--- src/hdl/udpf_pkg.sv ---
// Shared types and constants for the UDP payload port filter.
// No dependencies; imported by udp_payload_port_filter.
package udpf_pkg;

    localparam int unsigned POS_W = 16;
    localparam int unsigned IHL_W = 6;
    localparam int unsigned HDR_W = 7;

    localparam logic [POS_W-1:0] ETH_HDR_BYTES = 16'd14;
    localparam logic [POS_W-1:0] TOT_LEN_HI_POS = 16'd16;
    localparam logic [POS_W-1:0] TOT_LEN_LO_POS = 16'd17;
    localparam logic [POS_W-1:0] PROTO_POS = 16'd23;
    localparam logic [POS_W-1:0] POS_MAX = 16'hffff;
    localparam logic [HDR_W-1:0] ETH_HDR_SHORT = 7'd14;
    localparam logic [HDR_W-1:0] UDP_PORT_HI_OFS = 7'd2;
    localparam logic [HDR_W-1:0] UDP_PORT_LO_OFS = 7'd3;
    localparam logic [HDR_W-1:0] UDP_LAST_OFS = 7'd7;
    localparam logic [IHL_W-1:0] MIN_IP_HDR = 6'd20;
    localparam logic [16:0] UDP_HDR_BYTES = 17'd8;
    localparam logic [7:0] PROTO_UDP = 8'd17;
    localparam logic [15:0] DEST_PORT_RESET = 16'd27500;

    localparam int unsigned PADDR_W = 3;
    localparam logic [PADDR_W-1:0] REG_DEST_PORT = 3'd0;

    typedef enum logic [2:0] {
        ST_OK        = 3'd0,
        ST_SHORT_ETH = 3'd1,
        ST_BAD_IHL   = 3'd2,
        ST_NOT_UDP   = 3'd3,
        ST_SHORT_UDP = 3'd4,
        ST_PORT      = 3'd5,
        ST_EMPTY     = 3'd6,
        ST_TRUNC     = 3'd7
    } t_status;

    typedef struct packed {
        logic        payload_valid;
        logic [7:0]  payload_byte;
        logic        payload_last;
        logic        frame_done;
        t_status     frame_status;
        logic [15:0] payload_length;
    } t_result;

endpackage

--- src/hdl/udp_payload_port_filter.sv ---
// Top level of the UDP payload port filter: header parser and result queue.
// Depends on udpf_pkg.
//
// Usage:
// Frame bytes enter on the input channel (i_in_valid / o_in_ready), one byte
// per transfer, with i_frame_end set on the last captured byte of a frame.
// Each byte is parsed in the cycle it is accepted, so one byte per cycle is
// sustained while o_in_ready stays high. A byte that is payload of a UDP
// datagram for the configured port, or that ends a frame, yields one result
// transfer on the output channel (o_out_valid / i_out_ready), registered;
// other bytes yield nothing. A frame-end result carries the status and,
// for an accepted or truncated frame, the payload length.
// Results wait in an output register backed by one skid entry, so input is
// still taken while the receiver stalls; o_in_ready drops only when both
// entries are full. The destination port lives at APB address 0; the user
// must write it only while the block is idle; the block does not check this.
// Synchronous reset clears the parser state and both result entries and sets
// the destination port to 27500.
module udp_payload_port_filter (
    input  logic                           i_clk,
    input  logic                           i_rst_n,
    input  logic                           psel,
    input  logic                           penable,
    input  logic                           pwrite,
    input  logic [udpf_pkg::PADDR_W-1:0]   paddr,
    input  logic [31:0]                    pwdata,
    output logic [31:0]                    prdata,
    output logic                           pready,
    input  logic                           i_in_valid,
    output logic                           o_in_ready,
    input  logic [7:0]                     i_frame_byte,
    input  logic                           i_frame_end,
    output logic                           o_out_valid,
    input  logic                           i_out_ready,
    output logic                           o_payload_valid,
    output logic [7:0]                     o_payload_byte,
    output logic                           o_payload_last,
    output logic                           o_frame_done,
    output logic [2:0]                     o_frame_status,
    output logic [15:0]                    o_payload_length
);
    import udpf_pkg::*;

    logic [15:0]      r_dest_port;
    logic [POS_W-1:0] r_pos, n_pos;
    logic [IHL_W-1:0] r_ihl, n_ihl;
    logic [15:0]      r_total, n_total;
    logic [7:0]       r_port_hi, n_port_hi;
    logic [15:0]      r_rem, n_rem;
    t_status          r_pend, n_pend;
    logic             r_rej, n_rej;

    t_result          r_out, r_skid, n_res;
    logic             r_out_v, r_skid_v;

    logic [HDR_W-1:0] hdr_end;
    logic [HDR_W-1:0] pos_port_hi, pos_port_lo, pos_udp_last;
    logic [16:0]      len;
    logic             len_bad;
    logic             accept, pop, push, has_res;
    logic             pv, plast;
    t_status          st;

    assign pready = 1'b1;
    assign prdata = {16'd0, r_dest_port};

    always_ff @(posedge i_clk) begin
        if (!i_rst_n) begin
            r_dest_port <= DEST_PORT_RESET;
        end else if (psel && penable && pwrite && paddr == REG_DEST_PORT) begin
            r_dest_port <= pwdata[15:0];
        end
    end

    assign hdr_end      = ETH_HDR_SHORT + {1'b0, r_ihl};
    assign pos_port_hi  = hdr_end + UDP_PORT_HI_OFS;
    assign pos_port_lo  = hdr_end + UDP_PORT_LO_OFS;
    assign pos_udp_last = hdr_end + UDP_LAST_OFS;
    assign len     = {1'b0, r_total} - {11'd0, r_ihl} - UDP_HDR_BYTES;
    assign len_bad = len[16] || (len == 17'd0);

    assign o_in_ready = !r_skid_v;
    assign accept     = i_in_valid && o_in_ready;
    assign pop        = r_out_v && i_out_ready;

    always_comb begin
        n_pos     = r_pos;
        n_ihl     = r_ihl;
        n_total   = r_total;
        n_port_hi = r_port_hi;
        n_rem     = r_rem;
        n_pend    = r_pend;
        n_rej     = r_rej;
        pv        = 1'b0;
        plast     = 1'b0;
        if (!r_rej) begin
            priority if (r_pos == ETH_HDR_BYTES) begin
                n_ihl = {i_frame_byte[3:0], 2'b00};
                if (n_ihl < MIN_IP_HDR) begin
                    n_rej  = 1'b1;
                    n_pend = ST_BAD_IHL;
                end
            end else if (r_pos == TOT_LEN_HI_POS) begin
                n_total[15:8] = i_frame_byte;
            end else if (r_pos == TOT_LEN_LO_POS) begin
                n_total[7:0] = i_frame_byte;
            end else if (r_pos == PROTO_POS) begin
                if (i_frame_byte != PROTO_UDP) begin
                    n_rej  = 1'b1;
                    n_pend = ST_NOT_UDP;
                end
            end else if (r_pos > PROTO_POS) begin
                priority if (r_pos == {9'd0, pos_port_hi}) begin
                    n_port_hi = i_frame_byte;
                end else if (r_pos == {9'd0, pos_port_lo}) begin
                    if ({r_port_hi, i_frame_byte} != r_dest_port) begin
                        n_pend = ST_PORT;
                    end
                end else if (r_pos == {9'd0, pos_udp_last}) begin
                    if (r_pend == ST_PORT) begin
                        n_rej = 1'b1;
                    end else if (len_bad) begin
                        n_rej  = 1'b1;
                        n_pend = ST_EMPTY;
                    end else begin
                        n_rem = len[15:0];
                    end
                end else if (r_pos > {9'd0, pos_udp_last} && r_rem != 16'd0) begin
                    pv    = 1'b1;
                    n_rem = r_rem - 16'd1;
                    plast = (n_rem == 16'd0);
                end else begin
                end
            end else begin
            end
        end
        if (r_pos != POS_MAX) begin
            n_pos = r_pos + 16'd1;
        end
    end

    always_comb begin
        priority if (n_rej) begin
            st = n_pend;
        end else if (r_pos < ETH_HDR_BYTES - 16'd1) begin
            st = ST_SHORT_ETH;
        end else if (r_pos <= PROTO_POS || r_pos < {9'd0, pos_udp_last}) begin
            st = ST_SHORT_UDP;
        end else if (n_rem != 16'd0) begin
            st = ST_TRUNC;
        end else begin
            st = ST_OK;
        end
    end

    always_comb begin
        n_res.payload_valid  = pv;
        n_res.payload_byte   = pv ? i_frame_byte : 8'd0;
        n_res.payload_last   = plast;
        n_res.frame_done     = i_frame_end;
        n_res.frame_status   = i_frame_end ? st : ST_OK;
        n_res.payload_length = (i_frame_end && (st == ST_OK || st == ST_TRUNC))
                               ? len[15:0] : 16'd0;
    end

    assign has_res = pv || i_frame_end;
    assign push    = accept && has_res;

    always_ff @(posedge i_clk) begin
        if (!i_rst_n) begin
            r_pos     <= '0;
            r_ihl     <= '0;
            r_total   <= '0;
            r_port_hi <= '0;
            r_rem     <= '0;
            r_pend    <= ST_OK;
            r_rej     <= 1'b0;
        end else if (accept) begin
            if (i_frame_end) begin
                r_pos     <= '0;
                r_ihl     <= '0;
                r_total   <= '0;
                r_port_hi <= '0;
                r_rem     <= '0;
                r_pend    <= ST_OK;
                r_rej     <= 1'b0;
            end else begin
                r_pos     <= n_pos;
                r_ihl     <= n_ihl;
                r_total   <= n_total;
                r_port_hi <= n_port_hi;
                r_rem     <= n_rem;
                r_pend    <= n_pend;
                r_rej     <= n_rej;
            end
        end
    end

    always_ff @(posedge i_clk) begin
        if (!i_rst_n) begin
            r_out_v  <= 1'b0;
            r_skid_v <= 1'b0;
        end else if (!r_skid_v) begin
            if (!r_out_v || pop) begin
                r_out_v <= push;
                r_out   <= n_res;
            end else if (push) begin
                r_skid_v <= 1'b1;
                r_skid   <= n_res;
            end
        end else if (pop) begin
            r_out    <= r_skid;
            r_skid_v <= 1'b0;
        end
    end

    assign o_out_valid      = r_out_v;
    assign o_payload_valid  = r_out.payload_valid;
    assign o_payload_byte   = r_out.payload_byte;
    assign o_payload_last   = r_out.payload_last;
    assign o_frame_done     = r_out.frame_done;
    assign o_frame_status   = r_out.frame_status;
    assign o_payload_length = r_out.payload_length;

    a_skid_implies_out: assert property (@(posedge i_clk) disable iff (!i_rst_n)
        r_skid_v |-> r_out_v)
        else $error("Skid entry holds a result while the output register is empty.");

    a_result_not_empty: assert property (@(posedge i_clk) disable iff (!i_rst_n)
        r_out_v |-> (r_out.payload_valid || r_out.frame_done))
        else $error("Result carries neither a payload byte nor a frame end.");

    a_last_is_payload: assert property (@(posedge i_clk) disable iff (!i_rst_n)
        (r_out_v && r_out.payload_last) |-> r_out.payload_valid)
        else $error("Last marker set on a result without a payload byte.");

    a_status_needs_done: assert property (@(posedge i_clk) disable iff (!i_rst_n)
        (r_out_v && !r_out.frame_done) |->
        (r_out.frame_status == ST_OK && r_out.payload_length == 16'd0))
        else $error("Status fields set on a result that does not end a frame.");

    a_stall_holds: assert property (@(posedge i_clk) disable iff (!i_rst_n)
        (r_out_v && !i_out_ready) |=> (r_out_v && $stable(r_out)))
        else $error("Stalled result changed before its transfer.");

endmodule

--- config.mk ---
export PLATFORM = sky130hd
export DESIGN_NAME = udp_payload_port_filter
export DESIGN_NICKNAME = d
export VERILOG_FILES = /design/src/hdl/udpf_pkg.sv /design/src/hdl/udp_payload_port_filter.sv
export SDC_FILE = /design/constraint.sdc
export NUM_CORES = 1
export LEC_CHECK = 0
export BUFFER_PORTS_ARGS = -buffer_cell sky130_fd_sc_hd__buf_2
export CORE_MARGIN = 4
export CORE_UTILIZATION = 40
export DETAILED_ROUTE_END_ITERATION = 12
export GPL_ROUTABILITY_DRIVEN = 0
export PLACE_DENSITY_LB_ADDON = 0.1
export SLEW_MARGIN = 20
export SYNTH_ARGS = -nofsm -noshare
export SYNTH_HDL_FRONTEND = slang
export SYNTH_SLANG_ARGS = --single-unit
export TNS_END_PERCENT = 20
--- constraint.sdc ---
create_clock -name i_clk -period 9.65 [get_ports i_clk]
set_clock_uncertainty 0.1 [all_clocks]
set_input_delay 0.965 -clock i_clk [delete_from_list [all_inputs] [get_ports i_clk]]
set_output_delay 0.965 -clock i_clk [all_outputs]
set_load 0.05 [all_outputs]
==> impl_metrics.ini, run 1 <==
[yosys]
synth_top_cell_area_share_pct = 19.9
synthTopCellsByArea = edfxtp_1, dfxtp_1, nor2_1
synth_common_cells = nor2_1, nand2_1, dfxtp_1, edfxtp_1, nor2b_1
yosysMostFrequentCell = nor2_1
synth.cell_area_um2 = 9040
syn_area_per_cell_um2 = 8.90
synth_edf_count = 60
yosys_warnings = 0
ys_seq_elements = 142
synthDistinctLibCells = 89
synth_largest_area_cell = edfxtp_1
synthFlopType = dfxtp_1
synthArstFlopShare_pct = 0
ys_seq_area_share_pct = 38.1
syn_inst = 1016

[floorplan]
num_io_pins = 116
dieArea_um2 = 25100
dieHeight_um = 158
rows = 54
core_um2 = 22000
die_width_um = 158
start_util_pct = 41.1

[clock_tree]
cts_root_buf = clkbuf_16
clock-sinks = 142
cts.htree.levels = 4
postCtsSetupBuffers = 0
clk_latency_ps = 430
ctsHoldBuffers = 0
postCtsResizedCells = 0
clk_path_buf_depth = 2
clkTransAtPathRegs_ps = 70
cts_tree = built
cts_buffers = 17

[setup_path]
critPathKind = flop to flop
arrival_ps = 5380
rrSetupSlack_ps = 4290
setup.worst_path.start_class = flop
rr_endpoint = o_frame_status[1]$_DFFE_PP_
r2r_cells = 18
r2r_start = r_ihl[2]$_SDFFE_PN0P_
critPathRequiredTime_ps = 9670
worstPathMaxFanout = 16
endpoint_kind = flop

[min_path]
hold_path_end = r_dest_port[5]$_SDFFE_PN1P_
min_path_cells = 2
hold_start = r_dest_port[5]$_SDFFE_PN1P_
hold_class = flop to flop

[cells_and_area]
area_growth_pct = 12.2
fillers = 2217
multi_input_area_um2 = 5160
seq_area_um2 = 3440
layout-drive-gt1-share_pct = 16.6
diodes = 0
nNetsFinal = 1145

[grt]
grt_max_degree = 72
grt_antenna_before_repair = 0
grt_first_pass_wirelength_um = 41000
track_usage_pct = 20.9
grt-ovfl-total = 0
grt_pass1_vias = 7067

[timing]
timing.final.hold_violations = 0
tns_ps = 0
setup_viol = 0
tightestPinTransition_ps = 1050
maxSlewHeadroom_pct = 29.7
min_period_over_period_pct = 55.5
max_freq_mhz = 187
period_needed_ps = 5360
slew_viol_final = 0
rsz0062_at_grt = no

[detailed_routing]
drtPass1Iterations = 5
met1_length_um = 12400
wl_um = 26200
dr.first_iter.drc_count = 615
dr_wl_met2_um = 12300
via_per_inst = 5.60
wl_met3_um = 1090
drtAntennaViolNets = 0
routed.top_layer = met4
wire_per_inst_um = 19.2
routed-via-count = 7632
drc = 0

[run]
maxCapViolations = 0

[power]
power_w = 0.00149
vdd_drop_max_v = 0.000106
p_leak_nw = 3.83
power_per_cell_area_nw_per_um2 = 147

[status]
status = finished clean

[placed_design]
portBuffers = 82
detailed_place_hpwl_um = 18800
critical path, stage by stage, from the launching register on:
cell	delay [ps]
dfxtp_1	510
inv_1	120
ha_1	260
xnor2_1	150
ha_1	260
xnor2_1	140
xnor2_1	140
ha_1	300
and4b_1	260
a21boi_0	250
and4b_1	400
nor3_4	380
nand2_2	140
inv_2	230
nand3_1	100
a2111oi_0	390
a21oi_1	200
nor4_2	460
o221ai_1	230
flip-flops by register name (all words and copies together) (netlist names):
name / cells
r_pend: 3
r_skid: 30
r_skid_v: 1
r_dest_port: 16
o_frame_status: 3
r_pos: 16
o_payload_last: 1
r_ihl: 4
r_port_hi: 8
r_total: 16
o_payload_length: 16
r_rem: 16
o_payload_valid: 1
o_frame_done: 1
o_out_valid: 1
o_payload_byte: 8
r_rej: 1
cells in the final DEF, fill, tap and decap left out, drive strengths merged, types with 11 or more instances in the layout:
cell and count:
nand3 32, mux2i 17, edfxtp 60, ha 24
nor2 99, and2 16, xnor2 30, o31ai 23
nand2 96, a21boi 15, clkbuf 18, nor4 18
or3 12, o22ai 11, inv 43, nor3 25
a21oi 37, xor2 28, buf 91, dfxtp 82
conb 17, nor2b 55, nand4 14, o21ai 34
a22oi 32
layer usage:
| layer | global-route usage [%] | vias to the layer above |
|---|---|---|
| li1 | - | 3772 |
| met1 | 29.3 | 3651 |
| met2 | 33.4 | 184 |
| met3 | 3.42 | 25 |
| met4 | 5.73 | 0 |
| met5 | 0 | - |
final cells by class:
type | count | area share (%)
Timing Repair Buffer | 91 | 4.71
Multi-Input combinational cell | 783 | 50.8
Inverter | 35 | 1.29
Clock buffer | 18 | 4.33
Tap cell | 280 | 3.45
Sequential cell | 142 | 33.9
Clock inverter | 14 | 1.47
kinds of logic after synthesis:
kind of cell	count (synthesis)	share of synthesized area (%)
buf+inv	106	5.59
compound gates	220	18.0
xor+xnor	58	5.62
other cells	2	0.0831
mux	25	2.88
fa+ha+maj	24	3.32
flops	142	38.1
simple gates	439	26.4
worst max-delay path by stage:
stage	slack, ps	end	start
floorplan	3690	r_skid[0]$_DFFE_PP_	r_ihl[3]$_SDFFE_PN0P_
global placement	4370	o_frame_status[1]$_DFFE_PP_	r_ihl[2]$_SDFFE_PN0P_
detailed placement	4370	o_frame_status[1]$_DFFE_PP_	r_ihl[2]$_SDFFE_PN0P_
CTS	4300	o_frame_status[1]$_DFFE_PP_	r_ihl[2]$_SDFFE_PN0P_
global route	3860	o_frame_status[1]$_DFFE_PP_	r_ihl[2]$_SDFFE_PN0P_
finish	4290	o_frame_status[1]$_DFFE_PP_	r_ihl[2]$_SDFFE_PN0P_
stage by stage:
step                utilization [%]  setup slack [ps]  cell area, µm²  cells  hold WS, ps
global placement               43.4              4370            9560   1331          387
floorplan                         -              3690            9100   1031          376
finish                         46.1              4290           10100   1363          399
global route                   46.1              3860           10100   1363          417
CTS                            46.1              4300           10100   1363          401
detailed placement             43.4              4370            9560   1331          390
report_power, final:
group / internal (W) / leakage (nW) / switching [W]
combinational: 0.0000488 / 2.30 / 0.000133
sequential: 0.000636 / 1.24 / 0.00000567
clock: 0.000372 / 0.289 / 0.000295
No activity file was read; power rests on OpenSTA's default activity.
==> inputs of run 2 (changes only) <==
- clock period: 9.65 -> 4.9 ns (I/O delays scaled with it)
==> run 2 against run 1 <==
Total power grew 97%. Combinational power grew 110%. Worst setup slack lost 4000 ps. First-iteration DRC count shrank 20%. Via count grew 2.1%.
==> impl_metrics.ini, run 2 (same netlist as run 1, synthesis figures left out) <==
[setup_path]
slowest_delay_ps = 400
critPathRequiredTime_ps = 4950
crit_chain = inv_1 > ha_1 > xnor2_1 > ha_1 > xnor2_1 > xnor2_1 > ha_1 > and4b_1 > a21boi_0 > and4b_2 > o41ai_2 > nor2_1 > or3_1 > o31ai_1 > o2111ai_1 > nor4_2 > buf_4 > o221ai_1
critPathKind = flop to flop
arrival_ps = 4650
path_delay_family = simple AND/OR/NAND/NOR gates
slowest_stage = or3_1
worstPathMaxFanout = 7
endpoint_kind = flop
path_buf_inv = 2
setup.worst_path.start_class = flop

[placed_design]
detailed_place_hpwl_um = 19300
placed_cell_area_um2 = 9780
portBuffers = 82

[floorplan]
core_um2 = 22000
num_io_pins = 116
dieHeight_um = 158
start_util_pct = 41.1
die_width_um = 158
dieArea_um2 = 25100
rows = 54

[power]
power_per_cell_area_nw_per_um2 = 283
p_leak_nw = 3.98
vdd_drop_max_v = 0.000210

[run]
maxCapViolations = 0

[timing]
max_freq_mhz = 217
slew_viol_final = 0
setup_viol = 0
rsz0062_at_grt = yes
tightestPinTransition_ps = 1080
whs_ps = 156
min_period_over_period_pct = 93.8
tns_ps = 0
maxSlewHeadroom_pct = 28.0
timing.final.hold_violations = 0
period_needed_ps = 4600

[clock_tree]
postCtsSetupBuffers = 0
cts.htree.levels = 4
clk_latency_ps = 440
clk_path_buf_depth = 2
cts_buffers = 17
clkTransAtPathRegs_ps = 70
clock-sinks = 142
cts_root_buf = clkbuf_16
cts_tree = built

[cells_and_area]
fillers = 2205
top_register = r_skid
final_core_util_pct = 47.1
final_common_cell = nor2_1
area_growth_pct = 14.8
final_cell_mix = nor2_1, nand2_1, buf_2, dfxtp_1, edfxtp_1
diodes = 0
layout-drive-gt1-share_pct = 18.9
nNetsFinal = 1170
largest_reg_flops = 30
design_area_um2 = 10400
seq_area_um2 = 3440
multi_input_area_um2 = 5180

[detailed_routing]
dr.first_iter.drc_count = 494
routed-via-count = 7792
drc = 0
drtAntennaViolNets = 0
wl_um = 26400
drtPass1Iterations = 5
via_per_inst = 5.61
wire_per_inst_um = 19.0

[grt]
grt_antenna_before_repair = 0
grt_pass1_vias = 7507
grt_first_pass_wirelength_um = 41600
grt-ovfl-total = 0
track_usage_pct = 21.2
grt_max_degree = 72

[status]
status = finished clean

[min_path]
hold_class = primary input to flop
==> run 2: final timing paths <==
path	from	to	slack, ps	cells past startpoint
min reg2reg	r_dest_port[5]$_SDFFE_PN1P_	r_dest_port[5]$_SDFFE_PN1P_	400	2
min	pwdata[8]	r_dest_port[8]$_SDFFE_PN1P_	160	3
max	r_ihl[2]$_SDFFE_PN0P_	o_frame_status[1]$_DFFE_PP_	300	18
max reg2reg	r_ihl[2]$_SDFFE_PN0P_	o_frame_status[1]$_DFFE_PP_	300	18
==> run 2: through the flow <==
stage               setup WS (ps)  std cells  total power (W)
floorplan                     253       1031          0.00155
global placement              200       1356          0.00166
detailed placement            109       1356          0.00166
CTS                          92.6       1388          0.00297
global route                -40.0       1388          0.00304
finish                        302       1388          0.00293
==> run 2: layer usage <==
metal | vias up | share of wire, % | track usage [%]
met5 | - | 0 | 0
met4 | 0 | 1.6 | 5.65
met3 | 33 | 4.8 | 4.02
met2 | 214 | 48 | 35.1
met1 | 3729 | 46 | 28.6
li1 | 3816 | - | -
==> run 2: what timing repair did <==
item                                   in CTS  in global routing
setup endpoints to repair                   0                 20
endpoints found under the hold margin       0                  0
resized for setup                           0                  5
hold buffers                                0                  0
==> run 2: final cells by class <==
| class | instances | share of cell area (%) |
|---|---|---|
| multi-input combinational | 783 | 50.0 |
| sequential | 142 | 33.2 |
| timing repair buffer | 116 | 6.65 |
| clock buffer | 19 | 4.47 |
| tap | 280 | 3.38 |
| inverter | 35 | 1.27 |
| clock inverter | 13 | 1.11 |
==> run 2: report_power, final <==
part / total [W] / leakage, nW / internal [W] / switching (W)
Sequential: 0.00126 / 1.24 / 0.00125 / 0.0000107
Clock: 0.00130 / 0.288 / 0.000712 / 0.000586
Combinational: 0.000374 / 2.45 / 0.000108 / 0.000266
==> run 2: tightest hold or removal path: stages <==
cell and delay (ps):
buf_2 70, nand2_1 40, nand3_1 60
==> inputs of run 3 (changes only) <==
- clock period: 4.9 -> 5.05 ns (I/O delays scaled with it)
==> run 3 against run 2 <==
Global-route usage about the same. Clock-buffer cell count down 2. Highest routed layer unchanged. Total power down 2.0%. Register-to-register slack about the same. Largest cell class unchanged. Maximum frequency down 3.1%. First-iteration DRC count up 7.5%. Non-clock buffer count down 5.
==> impl_metrics.ini, run 3 (same netlist as run 1, synthesis figures left out) <==
[clock_tree]
cts.htree.levels = 4
clock-sinks = 142
clk_latency_ps = 430
cts_buffers = 17
cts_root_buf = clkbuf_16
clk_path_buf_depth = 2
clkTransAtPathRegs_ps = 70
cts_tree = built
postCtsSetupBuffers = 0

[detailed_routing]
drtAntennaViolNets = 0
routed-via-count = 7756
dr.first_iter.drc_count = 531
drtPass1Iterations = 5
wl_um = 26600
via_per_inst = 5.61
wire_per_inst_um = 19.2
drc = 0

[setup_path]
rrSetupSlack_ps = 300
endpoint_kind = flop
critPathRequiredTime_ps = 5110
path_buf_inv = 1
crit_chain = inv_1 > ha_1 > xnor2_1 > ha_1 > xnor2_1 > xnor2_1 > ha_1 > and4b_1 > a21boi_0 > and4b_1 > nor3_4 > and4_1 > xor2_1 > a2111oi_0 > a21oi_1 > nor4_4 > o221ai_1
slowest_delay_ps = 440
path_delay_family = simple AND/OR/NAND/NOR gates
slowest_stage = nor4_4
worstPathMaxFanout = 7
arrival_ps = 4810
setup.worst_path.start_class = flop
critPathKind = flop to flop

[grt]
grt-ovfl-total = 0
grt_max_degree = 61
track_usage_pct = 21.2
grt_pass1_vias = 7301
grt_first_pass_wirelength_um = 41300
grt_antenna_before_repair = 0

[cells_and_area]
final_cell_mix = nor2_1, nand2_1, buf_2, dfxtp_1, edfxtp_1
layout-drive-gt1-share_pct = 18.0
fillers = 2211
diodes = 0
final_common_cell = nor2_1
final_cells = 1383
largest_reg_flops = 30
top_register = r_skid
nNetsFinal = 1165
area_growth_pct = 14.1

[status]
status = finished clean

[min_path]
hold_class = primary input to flop

[timing]
rsz0062_at_grt = yes
max_freq_mhz = 211
setup_viol = 0
setup_ws_ps = 304
timing.final.hold_violations = 0
tightestPinTransition_ps = 977
maxSlewHeadroom_pct = 34.6
period_needed_ps = 4750
slew_viol_final = 0
min_period_over_period_pct = 94.0

[floorplan]
start_util_pct = 41.1
rows = 54
core_um2 = 22000
num_io_pins = 116
dieArea_um2 = 25100
dieHeight_um = 158
die_width_um = 158

[run]
maxCapViolations = 0

[placed_design]
pre_cts_ws_ps = 269
dp_cells = 1351
portBuffers = 82
detailed_place_hpwl_um = 19300

[power]
p_leak_nw = 3.94
power_w = 0.00288
vdd_drop_max_v = 0.000189
power_per_cell_area_nw_per_um2 = 279
-- run 3: changes by cell type in the layout (fill, tap and decap cells not counted), moves of 2 or more --
cell | previous run | this run
buf_12 | 2 | 0
buf_4 | 32 | 29
bufinv_16 | 0 | 2
clkinv_1 | 0 | 3
inv_6 | 4 | 6
inv_8 | 4 | 1
-- run 3: metal layers --
metal / vias up / share of wire [%] / track usage [%]
met3: 43 / 5.0 / 4.40
met1: 3684 / 45 / 28.5
li1: 3813 / - / -
met2: 216 / 48 / 35.0
met5: - / 0 / 0
met4: 0 / 1.9 / 5.61
-- run 3: path summary, 6_finish.rpt --
kind                          startpoint                     endpoint  cells past startpoint
max reg2reg        r_ihl[2]$_SDFFE_PN0P_  o_frame_status[1]$_DFFE_PP_                     17
max                r_ihl[2]$_SDFFE_PN0P_  o_frame_status[1]$_DFFE_PP_                     17
min reg2reg  r_dest_port[0]$_SDFFE_PN0P_  r_dest_port[0]$_SDFFE_PN0P_                      2
min                            pwdata[5]  r_dest_port[5]$_SDFFE_PN1P_                      3
-- run 3: power breakdown --
part           internal (W)  switching [W]
Sequential          0.00122      0.0000108
Clock              0.000735       0.000553
Combinational      0.000103       0.000258
Total               0.00205       0.000822
-- run 3: cell type report --
cell class	instances	area [µm²]	share of cell area (%)
repair buffers	111	628	6.09
flip-flops and latches	142	3440	33.4
multi-input cells	783	5180	50.2
inverters	35	131	1.27
clock inverters	15	156	1.52
well taps	280	350	3.39
clock buffers	17	425	4.12
-- run 3: per-stage QoR --
stage	cell area, µm²	hold slack (ps)	util [%]	setup TNS, ps
3_3_place_gp	9710	383	44.1	0
4_1_cts	10300	163	46.7	0
2_1_floorplan	9100	376	-	0
5_1_grt	10300	174	46.9	-17.1
3_5_place_dp	9710	394	44.1	0
6_report	10300	179	46.9	0
-- run 3: worst register-to-register path, cell delays in order, from the launching register on --
cell and delay [ps]:
dfxtp_1 330, inv_1 70, ha_1 230, xnor2_1 140
ha_1 250, xnor2_1 150, xnor2_1 130, ha_1 300
and4b_1 240, a21boi_0 220, and4b_1 400, nor3_4 370
and4_1 250, xor2_1 80, a2111oi_0 400, a21oi_1 240
nor4_4 440, o221ai_1 150
-- run 3: what timing repair did --
item | 4_1_cts | 5_1_grt
resized for setup | 0 | 3
endpoints found under the setup margin | 0 | 6
hold buffers | 0 | 0
